$ cat src/rtl/core/hpq_pkg.sv
// hpq_pkg: shared types, codes and compare function for the binary heap queue
// used by hpq_ctrl, hpq_datapath and binary_heap_priority_queue
package hpq_pkg;

    localparam int HPQ_DEF_CAPACITY = 64;
    localparam int KEY_W            = 32;
    localparam int CNT_OUT_W        = 7;
    localparam int TDATA_OUT_W      = 48;

    localparam logic FUNC_PUSH = 1'b0;
    localparam logic FUNC_POP  = 1'b1;

    typedef enum logic [1:0] {
        STAT_OK    = 2'd0,
        STAT_EMPTY = 2'd1,
        STAT_FULL  = 2'd2
    } stat_t;

    typedef enum logic [2:0] {
        ST_IDLE,
        ST_UP_CHK,
        ST_UP_CMP,
        ST_DN_LAST,
        ST_DN_CHK,
        ST_DN_RR,
        ST_DN_CMP,
        ST_DONE
    } state_t;

    typedef enum logic [1:0] {
        RD_LAST,
        RD_PARENT,
        RD_LEFT,
        RD_RIGHT
    } rd_sel_t;

    typedef enum logic [1:0] {
        WSRC_X,
        WSRC_RDATA,
        WSRC_BEST
    } wsrc_t;

    typedef struct packed {
        logic    accept_push;
        logic    accept_pop;
        logic    set_stat;
        stat_t   stat_code;
        logic    load_last;
        logic    rd_en;
        rd_sel_t rd_sel;
        logic    wr_en;
        wsrc_t   wr_src;
        logic    pos_parent;
        logic    pos_best;
        logic    lkey_load;
        logic    out_load;
    } cmd_t;

    typedef struct packed {
        logic full;
        logic empty;
        logic last_one;
        logic at_root;
        logic up_swap;
        logic left_ok;
        logic best_is_pos;
        logic out_free;
    } sts_t;

    function automatic logic ranks_above(input logic signed [KEY_W-1:0] a,
                                         input logic signed [KEY_W-1:0] b,
                                         input logic                    min_mode);
        ranks_above = min_mode ? (a < b) : (b < a);
    endfunction

endpackage

$ cat src/rtl/core/binary_heap_priority_queue.sv
// binary_heap_priority_queue: top level of the min/max binary heap queue
// depends on hpq_pkg, hpq_ctrl and hpq_datapath
//
// usage:
//   s_ channel takes one operation per beat: s_tuser is the operation
//   (0 push, 1 pop), s_tdata the signed key for a push
//   m_ channel returns one beat per operation: root key (zero when empty),
//   entry count and status (0 ok, 1 pop on empty, 2 push on full)
//   cfg channel writes heap_mode (1 min-heap, 0 max-heap); the user must write it
//   only while idle, which the block itself does not enforce
// work per operation:
//   push does one ram read and compare per level of sift-up
//   pop does two ram reads and a three-way compare per level of sift-down;
//   popping the only key does no sift-down
//   rejected operations also return a beat; one operation is worked at a time
// reset clears the count and selects min-heap; heap ram needs no clearing
// a stalled result sits in the output register; the next beat is taken
// meanwhile and its work completes, then waits until the slot frees
module binary_heap_priority_queue
    import hpq_pkg::*;
#(
    parameter int CAPACITY = HPQ_DEF_CAPACITY
) (
    input  logic                   aclk,
    input  logic                   aresetn,
    input  logic                   s_tvalid,
    output logic                   s_tready,
    input  logic [KEY_W-1:0]       s_tdata,   // key_value[31:0]
    input  logic                   s_tuser,   // func
    output logic                   m_tvalid,
    input  logic                   m_tready,
    output logic [TDATA_OUT_W-1:0] m_tdata,   // top_key[31:0], entry_count[38:32],
                                              // status[40:39], zero[47:41]
    input  logic                   cfg_valid,
    output logic                   cfg_ready,
    input  logic                   cfg_data
);

    cmd_t cmd;
    sts_t sts;

    assign cfg_ready = 1'b1;

    hpq_ctrl u_ctrl (
        .aclk     (aclk),
        .aresetn  (aresetn),
        .s_tvalid (s_tvalid),
        .s_func   (s_tuser),
        .s_tready (s_tready),
        .sts      (sts),
        .cmd      (cmd)
    );

    hpq_datapath #(
        .CAPACITY (CAPACITY)
    ) u_datapath (
        .aclk      (aclk),
        .aresetn   (aresetn),
        .s_key     (s_tdata),
        .cfg_valid (cfg_valid),
        .cfg_data  (cfg_data),
        .cmd       (cmd),
        .sts       (sts),
        .m_tready  (m_tready),
        .m_tvalid  (m_tvalid),
        .m_tdata   (m_tdata)
    );

endmodule

$ cat src/rtl/core/hpq_ram.sv
// hpq_ram: generic single write, single read port ram with registered read
// no dependencies
module hpq_ram #(
    parameter int WIDTH = 32,
    parameter int DEPTH = 64,
    localparam int AW   = (DEPTH > 1) ? $clog2(DEPTH) : 1
) (
    input  logic             aclk,
    input  logic             wr_en,
    input  logic [AW-1:0]    wr_addr,
    input  logic [WIDTH-1:0] wr_data,
    input  logic             rd_en,
    input  logic [AW-1:0]    rd_addr,
    output logic [WIDTH-1:0] rd_data
);

    logic [WIDTH-1:0] mem [DEPTH];

    always_ff @(posedge aclk) begin
        if (wr_en) begin
            mem[wr_addr] <= wr_data;
        end
        if (rd_en) begin
            rd_data <= mem[rd_addr];
        end
    end

endmodule

$ cat src/rtl/core/hpq_ctrl.sv
// hpq_ctrl: sequencing state machine for push sift-up and pop sift-down
// depends on hpq_pkg
module hpq_ctrl
    import hpq_pkg::*;
(
    input  logic aclk,
    input  logic aresetn,
    input  logic s_tvalid,
    input  logic s_func,
    output logic s_tready,
    input  sts_t sts,
    output cmd_t cmd
);

    state_t state_reg, state_next;

    always_ff @(posedge aclk) begin
        if (!aresetn) begin
            state_reg <= ST_IDLE;
        end else begin
            state_reg <= state_next;
        end
    end

    always_comb begin
        state_next = state_reg;
        unique case (state_reg)
            ST_IDLE: begin
                if (s_tvalid) begin
                    if (s_func == FUNC_PUSH) begin
                        state_next = sts.full ? ST_DONE : ST_UP_CHK;
                    end else if (sts.empty || sts.last_one) begin
                        state_next = ST_DONE;
                    end else begin
                        state_next = ST_DN_LAST;
                    end
                end
            end
            ST_UP_CHK:  state_next = sts.at_root ? ST_DONE : ST_UP_CMP;
            ST_UP_CMP:  state_next = sts.up_swap ? ST_UP_CHK : ST_DONE;
            ST_DN_LAST: state_next = ST_DN_CHK;
            ST_DN_CHK:  state_next = sts.left_ok ? ST_DN_RR : ST_DONE;
            ST_DN_RR:   state_next = ST_DN_CMP;
            ST_DN_CMP:  state_next = sts.best_is_pos ? ST_DONE : ST_DN_CHK;
            ST_DONE: begin
                if (sts.out_free) begin
                    state_next = ST_IDLE;
                end
            end
            default:    state_next = ST_IDLE;
        endcase
    end

    always_comb begin
        cmd      = '0;
        s_tready = 1'b0;
        unique case (state_reg)
            ST_IDLE: begin
                s_tready = 1'b1;
                if (s_tvalid) begin
                    cmd.set_stat = 1'b1;
                    if (s_func == FUNC_PUSH) begin
                        if (sts.full) begin
                            cmd.stat_code = STAT_FULL;
                        end else begin
                            cmd.stat_code   = STAT_OK;
                            cmd.accept_push = 1'b1;
                        end
                    end else if (sts.empty) begin
                        cmd.stat_code = STAT_EMPTY;
                    end else begin
                        cmd.stat_code  = STAT_OK;
                        cmd.accept_pop = 1'b1;
                        cmd.rd_en      = 1'b1;
                        cmd.rd_sel     = RD_LAST;
                    end
                end
            end
            ST_UP_CHK: begin
                if (sts.at_root) begin
                    cmd.wr_en  = 1'b1;
                    cmd.wr_src = WSRC_X;
                end else begin
                    cmd.rd_en  = 1'b1;
                    cmd.rd_sel = RD_PARENT;
                end
            end
            ST_UP_CMP: begin
                cmd.wr_en = 1'b1;
                if (sts.up_swap) begin
                    cmd.wr_src     = WSRC_RDATA;
                    cmd.pos_parent = 1'b1;
                end else begin
                    cmd.wr_src = WSRC_X;
                end
            end
            ST_DN_LAST: begin
                cmd.load_last = 1'b1;
            end
            ST_DN_CHK: begin
                if (sts.left_ok) begin
                    cmd.rd_en  = 1'b1;
                    cmd.rd_sel = RD_LEFT;
                end else begin
                    cmd.wr_en  = 1'b1;
                    cmd.wr_src = WSRC_X;
                end
            end
            ST_DN_RR: begin
                cmd.lkey_load = 1'b1;
                cmd.rd_en     = 1'b1;
                cmd.rd_sel    = RD_RIGHT;
            end
            ST_DN_CMP: begin
                cmd.wr_en = 1'b1;
                if (sts.best_is_pos) begin
                    cmd.wr_src = WSRC_X;
                end else begin
                    cmd.wr_src   = WSRC_BEST;
                    cmd.pos_best = 1'b1;
                end
            end
            ST_DONE: begin
                cmd.out_load = sts.out_free;
            end
            default: begin
                cmd = '0;
            end
        endcase
    end

endmodule

$ cat src/rtl/core/hpq_datapath.sv
// hpq_datapath: heap storage, index arithmetic, key compares and result register
// depends on hpq_pkg and hpq_ram
module hpq_datapath
    import hpq_pkg::*;
#(
    parameter int CAPACITY = HPQ_DEF_CAPACITY
) (
    input  logic                   aclk,
    input  logic                   aresetn,
    input  logic [KEY_W-1:0]       s_key,
    input  logic                   cfg_valid,
    input  logic                   cfg_data,
    input  cmd_t                   cmd,
    output sts_t                   sts,
    input  logic                   m_tready,
    output logic                   m_tvalid,
    output logic [TDATA_OUT_W-1:0] m_tdata
);

    localparam int AW = $clog2(CAPACITY);
    localparam int CW = $clog2(CAPACITY + 1);
    localparam int IW = CW + 1;
    localparam logic [CW-1:0] CAP_C = CW'(CAPACITY);

    logic                    mode_reg;
    logic [CW-1:0]           count_reg;
    logic [AW-1:0]           pos_reg;
    logic signed [KEY_W-1:0] x_reg;
    logic signed [KEY_W-1:0] lkey_reg;
    logic signed [KEY_W-1:0] top_reg;
    logic [1:0]              stat_reg;
    logic                    m_tvalid_reg;
    logic [TDATA_OUT_W-1:0]  m_tdata_reg;

    logic [KEY_W-1:0]        rd_data_raw;
    logic signed [KEY_W-1:0] rd_data;
    logic                    rd_en;
    logic [AW-1:0]           rd_addr;
    logic                    wr_en;
    logic [AW-1:0]           wr_addr;
    logic signed [KEY_W-1:0] wr_data;

    logic [CW-1:0]           last_idx;
    logic [AW-1:0]           parent;
    logic [IW-1:0]           pos_ext;
    logic [IW-1:0]           left;
    logic [IW-1:0]           right;
    logic [IW-1:0]           count_ext;
    logic                    right_ok;
    logic                    l_better;
    logic                    r_better;
    logic signed [KEY_W-1:0] cand_key;
    logic signed [KEY_W-1:0] best_key;
    logic [IW-1:0]           best_pos;
    logic [CW+CNT_OUT_W-1:0] cnt_wide;
    logic signed [KEY_W-1:0] top_out;

    assign rd_data   = rd_data_raw;
    assign last_idx  = count_reg - CW'(1);
    assign parent    = (pos_reg - AW'(1)) >> 1;
    assign pos_ext   = {{(IW-AW){1'b0}}, pos_reg};
    assign left      = (pos_ext << 1) + IW'(1);
    assign right     = (pos_ext << 1) + IW'(2);
    assign count_ext = {1'b0, count_reg};
    assign right_ok  = right < count_ext;

    assign l_better  = ranks_above(lkey_reg, x_reg, mode_reg);
    assign cand_key  = l_better ? lkey_reg : x_reg;
    assign r_better  = right_ok && ranks_above(rd_data, cand_key, mode_reg);
    assign best_key  = r_better ? rd_data : lkey_reg;
    assign best_pos  = r_better ? right : left;

    assign sts.full        = (count_reg == CAP_C);
    assign sts.empty       = (count_reg == '0);
    assign sts.last_one    = (count_reg == CW'(1));
    assign sts.at_root     = (pos_reg == '0);
    assign sts.up_swap     = ranks_above(x_reg, rd_data, mode_reg);
    assign sts.left_ok     = left < count_ext;
    assign sts.best_is_pos = !l_better && !r_better;
    assign sts.out_free    = !m_tvalid_reg || m_tready;

    always_comb begin
        case (cmd.rd_sel)
            RD_LAST:   rd_addr = last_idx[AW-1:0];
            RD_PARENT: rd_addr = parent;
            RD_LEFT:   rd_addr = left[AW-1:0];
            RD_RIGHT:  rd_addr = right[AW-1:0];
            default:   rd_addr = '0;
        endcase
    end

    always_comb begin
        case (cmd.wr_src)
            WSRC_X:     wr_data = x_reg;
            WSRC_RDATA: wr_data = rd_data;
            WSRC_BEST:  wr_data = best_key;
            default:    wr_data = x_reg;
        endcase
    end

    assign rd_en   = cmd.rd_en;
    assign wr_en   = cmd.wr_en;
    assign wr_addr = pos_reg;

    hpq_ram #(
        .WIDTH (KEY_W),
        .DEPTH (CAPACITY)
    ) u_ram (
        .aclk    (aclk),
        .wr_en   (wr_en),
        .wr_addr (wr_addr),
        .wr_data (wr_data),
        .rd_en   (rd_en),
        .rd_addr (rd_addr),
        .rd_data (rd_data_raw)
    );

    always_ff @(posedge aclk) begin
        if (!aresetn) begin
            mode_reg     <= 1'b1;
            count_reg    <= '0;
            m_tvalid_reg <= 1'b0;
        end else begin
            if (cfg_valid) begin
                mode_reg <= cfg_data;
            end
            if (cmd.accept_push) begin
                count_reg <= count_reg + CW'(1);
            end else if (cmd.accept_pop) begin
                count_reg <= last_idx;
            end
            if (cmd.out_load) begin
                m_tvalid_reg <= 1'b1;
            end else if (m_tready) begin
                m_tvalid_reg <= 1'b0;
            end
        end
    end

    assign cnt_wide = {{CNT_OUT_W{1'b0}}, count_reg};
    assign top_out  = (count_reg == '0) ? '0 : top_reg;

    // payload registers
    always_ff @(posedge aclk) begin
        if (cmd.accept_push) begin
            x_reg   <= s_key;
            pos_reg <= count_reg[AW-1:0];
        end else if (cmd.load_last) begin
            x_reg   <= rd_data;
            pos_reg <= '0;
        end else if (cmd.pos_parent) begin
            pos_reg <= parent;
        end else if (cmd.pos_best) begin
            pos_reg <= best_pos[AW-1:0];
        end
        if (cmd.lkey_load) begin
            lkey_reg <= rd_data;
        end
        if (cmd.set_stat) begin
            stat_reg <= cmd.stat_code;
        end
        if (wr_en && (wr_addr == '0)) begin
            top_reg <= wr_data;
        end
        if (cmd.out_load) begin
            m_tdata_reg <= {{(TDATA_OUT_W-KEY_W-CNT_OUT_W-2){1'b0}}, stat_reg,
                            cnt_wide[CNT_OUT_W-1:0], top_out};
        end
    end

    assign m_tvalid = m_tvalid_reg;
    assign m_tdata  = m_tdata_reg;

endmodule
$ cat config.mk
export PLATFORM = sky130hd
export DESIGN_NAME = binary_heap_priority_queue
export DESIGN_NICKNAME = d
export VERILOG_FILES = /design/src/rtl/core/hpq_pkg.sv /design/src/rtl/core/binary_heap_priority_queue.sv /design/src/rtl/core/hpq_ram.sv /design/src/rtl/core/hpq_ctrl.sv /design/src/rtl/core/hpq_datapath.sv
export SDC_FILE = /design/constraint.sdc
export NUM_CORES = 2
export LEC_CHECK = 0
export ABC_AREA = 1
export BUFFER_PORTS_ARGS = -buffer_cell sky130_fd_sc_hd__buf_4
export CORE_ASPECT_RATIO = 1.2
export CORE_MARGIN = 1.5
export CORE_UTILIZATION = 35
export DETAILED_ROUTE_END_ITERATION = 12
export PLACE_DENSITY = 0.61
export SETUP_SLACK_MARGIN = 0.05
export SYNTH_ARGS = -nofsm -noshare
export SYNTH_HDL_FRONTEND = slang
export SYNTH_HIERARCHICAL = 1
export SYNTH_SLANG_ARGS = --single-unit
$ cat constraint.sdc
create_clock -name aclk -period 8.8 [get_ports aclk]
set_input_delay 0 -clock aclk [delete_from_list [all_inputs] [get_ports aclk]]
set_output_delay 0 -clock aclk [all_outputs]
set_load 0.01 [all_outputs]
==> metrics.md <==
| Metric | Value |
|---|---|
| Outcome | `completed` |
| RSZ-0062 raised after global routing | `no` |
| Post-Synth Adder-Cell Area | `1.55%` |
| TritonCTS clock tree | `built` |
| Max cap viols | `0` |
| Max Fclk | `126 MHz` |
| CTS Buffer Depth | `4` |
| Post-synthesis simple-gate area fraction | `approximately 22%` |
| Clock transition at path regs | `0.07 ns` |
| Predominant post-synthesis flop cell | `edfxtp_1` |
| Die height | `570 um` |
| Crit path launch type | `flop` |
| CTS Buf Count | `208` |
| Post-Synth XOR/XNOR Area | `0.112%` |
| Sink Count | `2237` |
| Avg Synthesized Cell Area | `11.6 um^2` |
| Die ar. | `0.271 mm^2` |
| Mapped Area | `0.0939 mm^2` |
| # rows | `approximately 210` |
| Overflow after GRT | `0` |
| Data arrival time of the critical path | `about 8.6 ns` |
| Minimum clock period | `around 8 ns` |
| DR DRC count | `0` |
| H-tree levels | `4` |
| Slew at the pin with the worst max-slew slack | `about 1.3 ns` |
| Fin. Hold Viols | `0` |
| Number of synthesized flops with an enable pin | `2225` |
| Initial antenna violation count | `14` |
| Synth cell types | `50` |
| Pre-Repair DR Iteration Count | `9` |
| Most instantiated cells after synthesis | `nand2_1 (2505), edfxtp_1 (2225), nand3_1 (2025)` |
| Filler cells | `between 20000 and 25000` |
| Via count | `65900` |
| GR Util All Layers | `between 20 and 25%` |
| Post-synthesis sequential area ratio | `71.4%` |
| Setup TNS | `0 ns` |
| Placed inst area | `0.0991 mm^2` |
| Syn Inst Count | `8085` |
| Synth top area cells | `edfxtp_1 (71%), nand3_1 (11%), nand2_1 (10%)` |
| Yosys warns | `6` |
| Finish-stage setup viols | `0` |
| Final ANT Viol Nets | `0` |
| Largest net degree at the start of global routing | `203` |
| Critical Path RT | `9.42 ns` |
| Clk_lat worst skew | `0.88 ns` |
| Detailed placer's ending HPWL | `about 160 mm` |
| Worst hold path type | `primary input to flop` |
| Final Max Tran Viols | `0` |
| Compound-Gate Fraction of Synth Area | `~1.3%` |
| I/O pin cnt | `90` |
| Layout Nets | `8251` |
| Slowest-stage cell, CP | `a21oi_4` |
| Worst setup EP type | `flop` |
| Vias/cell | `5.57` |
| Core area | `approximately 0.27 mm^2` |
| Starting density of the core | `a little over a third` |
| CP max FO | `37` |
| Vias in the first global route | `61500` |
| IO Port Bufs | `81` |
| Tcrit/Tclk final | `90.5%` |
| DR iter-0 viols | `just under 9000` |
| Final WL | `309 mm` |
| CP peak stage delay | `around 0.9 ns` |
| CTS Root Cell | `clkbuf_16` |
| Top cell by count, worst path | `nand2_1` |
| Worst clock skew | `0.0587 ns` |
| Final core utilization | `39.8%` |
| Ratio of cells with drive above 1 in the final layout | `8.33%` |
| First-pass GRT wire length | `about 440 mm` |
| Register bit count reported by yosys | `~2200` |
| Post-synthesis mux area share | `0%` |
| Critical path class | `flop to flop` |
| Largest family of logic cells by synthesized area | `simple AND/OR/NAND/NOR gates` |
| Max reg flops | `2048` |
| Yosys top cell by area | `edfxtp_1` |
| Ys async rst share | `0%` |
| Chip Width | `476 um` |
| Most common cell in the netlist | `nand2_1` |
| Final instance area | `0.106 mm^2` |
| Yosys top cell area share | `71.1%` |
| GPL Wtd Cong | `0.931` |
| Layout area overhead | `13.3%` |
| Worst slew margin | `between 10% and 20%` |
| Per-cell routed wire length | `26.1 um` |
[layer usage]
| layer | share of wire (%) | track usage, % | up-vias | wire length (um) |
|---|---|---|---|---|
| li1 | - | - | 28600 | - |
| met1 | 38 | 28.9 | 32800 | 117000 |
| met2 | 47 | 36.1 | 3844 | 145000 |
| met3 | 10 | 3.44 | 684 | 31200 |
| met4 | 5.2 | 10.5 | 4 | 16100 |
| met5 | 0.0087 | 0 | - | 27 |
[cell type report]
type | count | area (um^2) | area share (%)
timing repair buffer | 301 | 2720 | 2.55
multi-input combinational | 5131 | 24500 | 23.0
clock buffer | 247 | 5390 | 5.07
sequential | 2237 | 67100 | 63.0
tap | 3570 | 4470 | 4.20
inverter | 217 | 856 | 0.805
antenna | 8 | 20.0 | 0.0188
clock inverter | 123 | 1410 | 1.32
[worst paths after layout]
kind,to,cells past startpoint,slack (ns),from
max,u_datapath/u_ram/mem[51][6]$_DFFE_PP_,33,0.84,u_datapath/x_reg[31]$_DFFE_PP_
min,u_datapath/x_reg[10]$_DFFE_PP_,4,0.03,s_tdata[10]
min reg2reg,u_datapath/m_tdata[40]$_DFFE_PP_,0,0.45,u_datapath/stat_reg[1]$_DFFE_PP_
max reg2reg,u_datapath/u_ram/mem[51][6]$_DFFE_PP_,33,0.84,u_datapath/x_reg[31]$_DFFE_PP_
[worst max-delay path: cells and delay by family (launching register included)]
kind                     cells  cell delay, ns
adder cells (fa/ha/maj)      3            0.98
AO/OA/AOI/OAI                4            1.39
buffers and inverters        5            1.28
flip-flops                   1            0.44
AND/OR/NAND/NOR             21            3.52
[metrics by stage]
step | std cells | hold slack, ns | worst slack, ns
6_report | 11800 | 0.0292 | 0.838
2_1_floorplan | 8091 | 0.100 | 1.93
3_3_place_gp | 11400 | 0.214 | 1.13
3_5_place_dp | 11400 | 0.216 | 1.12
4_1_cts | 11800 | 0.00569 | 1.09
5_1_grt | 11800 | 0.0660 | 0.440
[placed cells by master (no fill, tap or decap), types with 20 or more instances in the layout]
| master | count |
|---|---|
| a21oi_1 | 95 |
| nand3_1 | 2025 |
| clkinv_2 | 30 |
| nor2_4 | 57 |
| a21oi_4 | 33 |
| nand2_1 | 2505 |
| edfxtp_1 | 2225 |
| dlygate4sd3_1 | 47 |
| o21ai_0 | 54 |
| clkinv_1 | 46 |
| ha_1 | 116 |
| nor2_1 | 110 |
| buf_12 | 27 |
| clkbuf_16 | 210 |
| inv_1 | 207 |
| clkbuf_1 | 37 |
| bufinv_16 | 31 |
| nand4_1 | 20 |
| buf_4 | 227 |
[logic make-up (layout without fill, tap and decap cells)]
logic type / count (synthesis) / after routing
and+or+nand+nor: 4777 / 4777
DFF: 2237 / 2237
other: 2 / 16
xor gates and xnor gates: 12 / 12
AOI/OAI and AO/OA: 218 / 218
buffers and inverters: 723 / 888
adders and majority gates: 116 / 116
[what timing repair did]
action                                 4_1_cts  5_1_grt
hold buffers                                47        0
resized for setup                            0        0
endpoints found under the hold margin       50        0
buffers inserted                             0        0
Power is left out: the tool's default activity adds up to more than one toggle a clock period on the data nets, which glitch-free logic cannot reach.
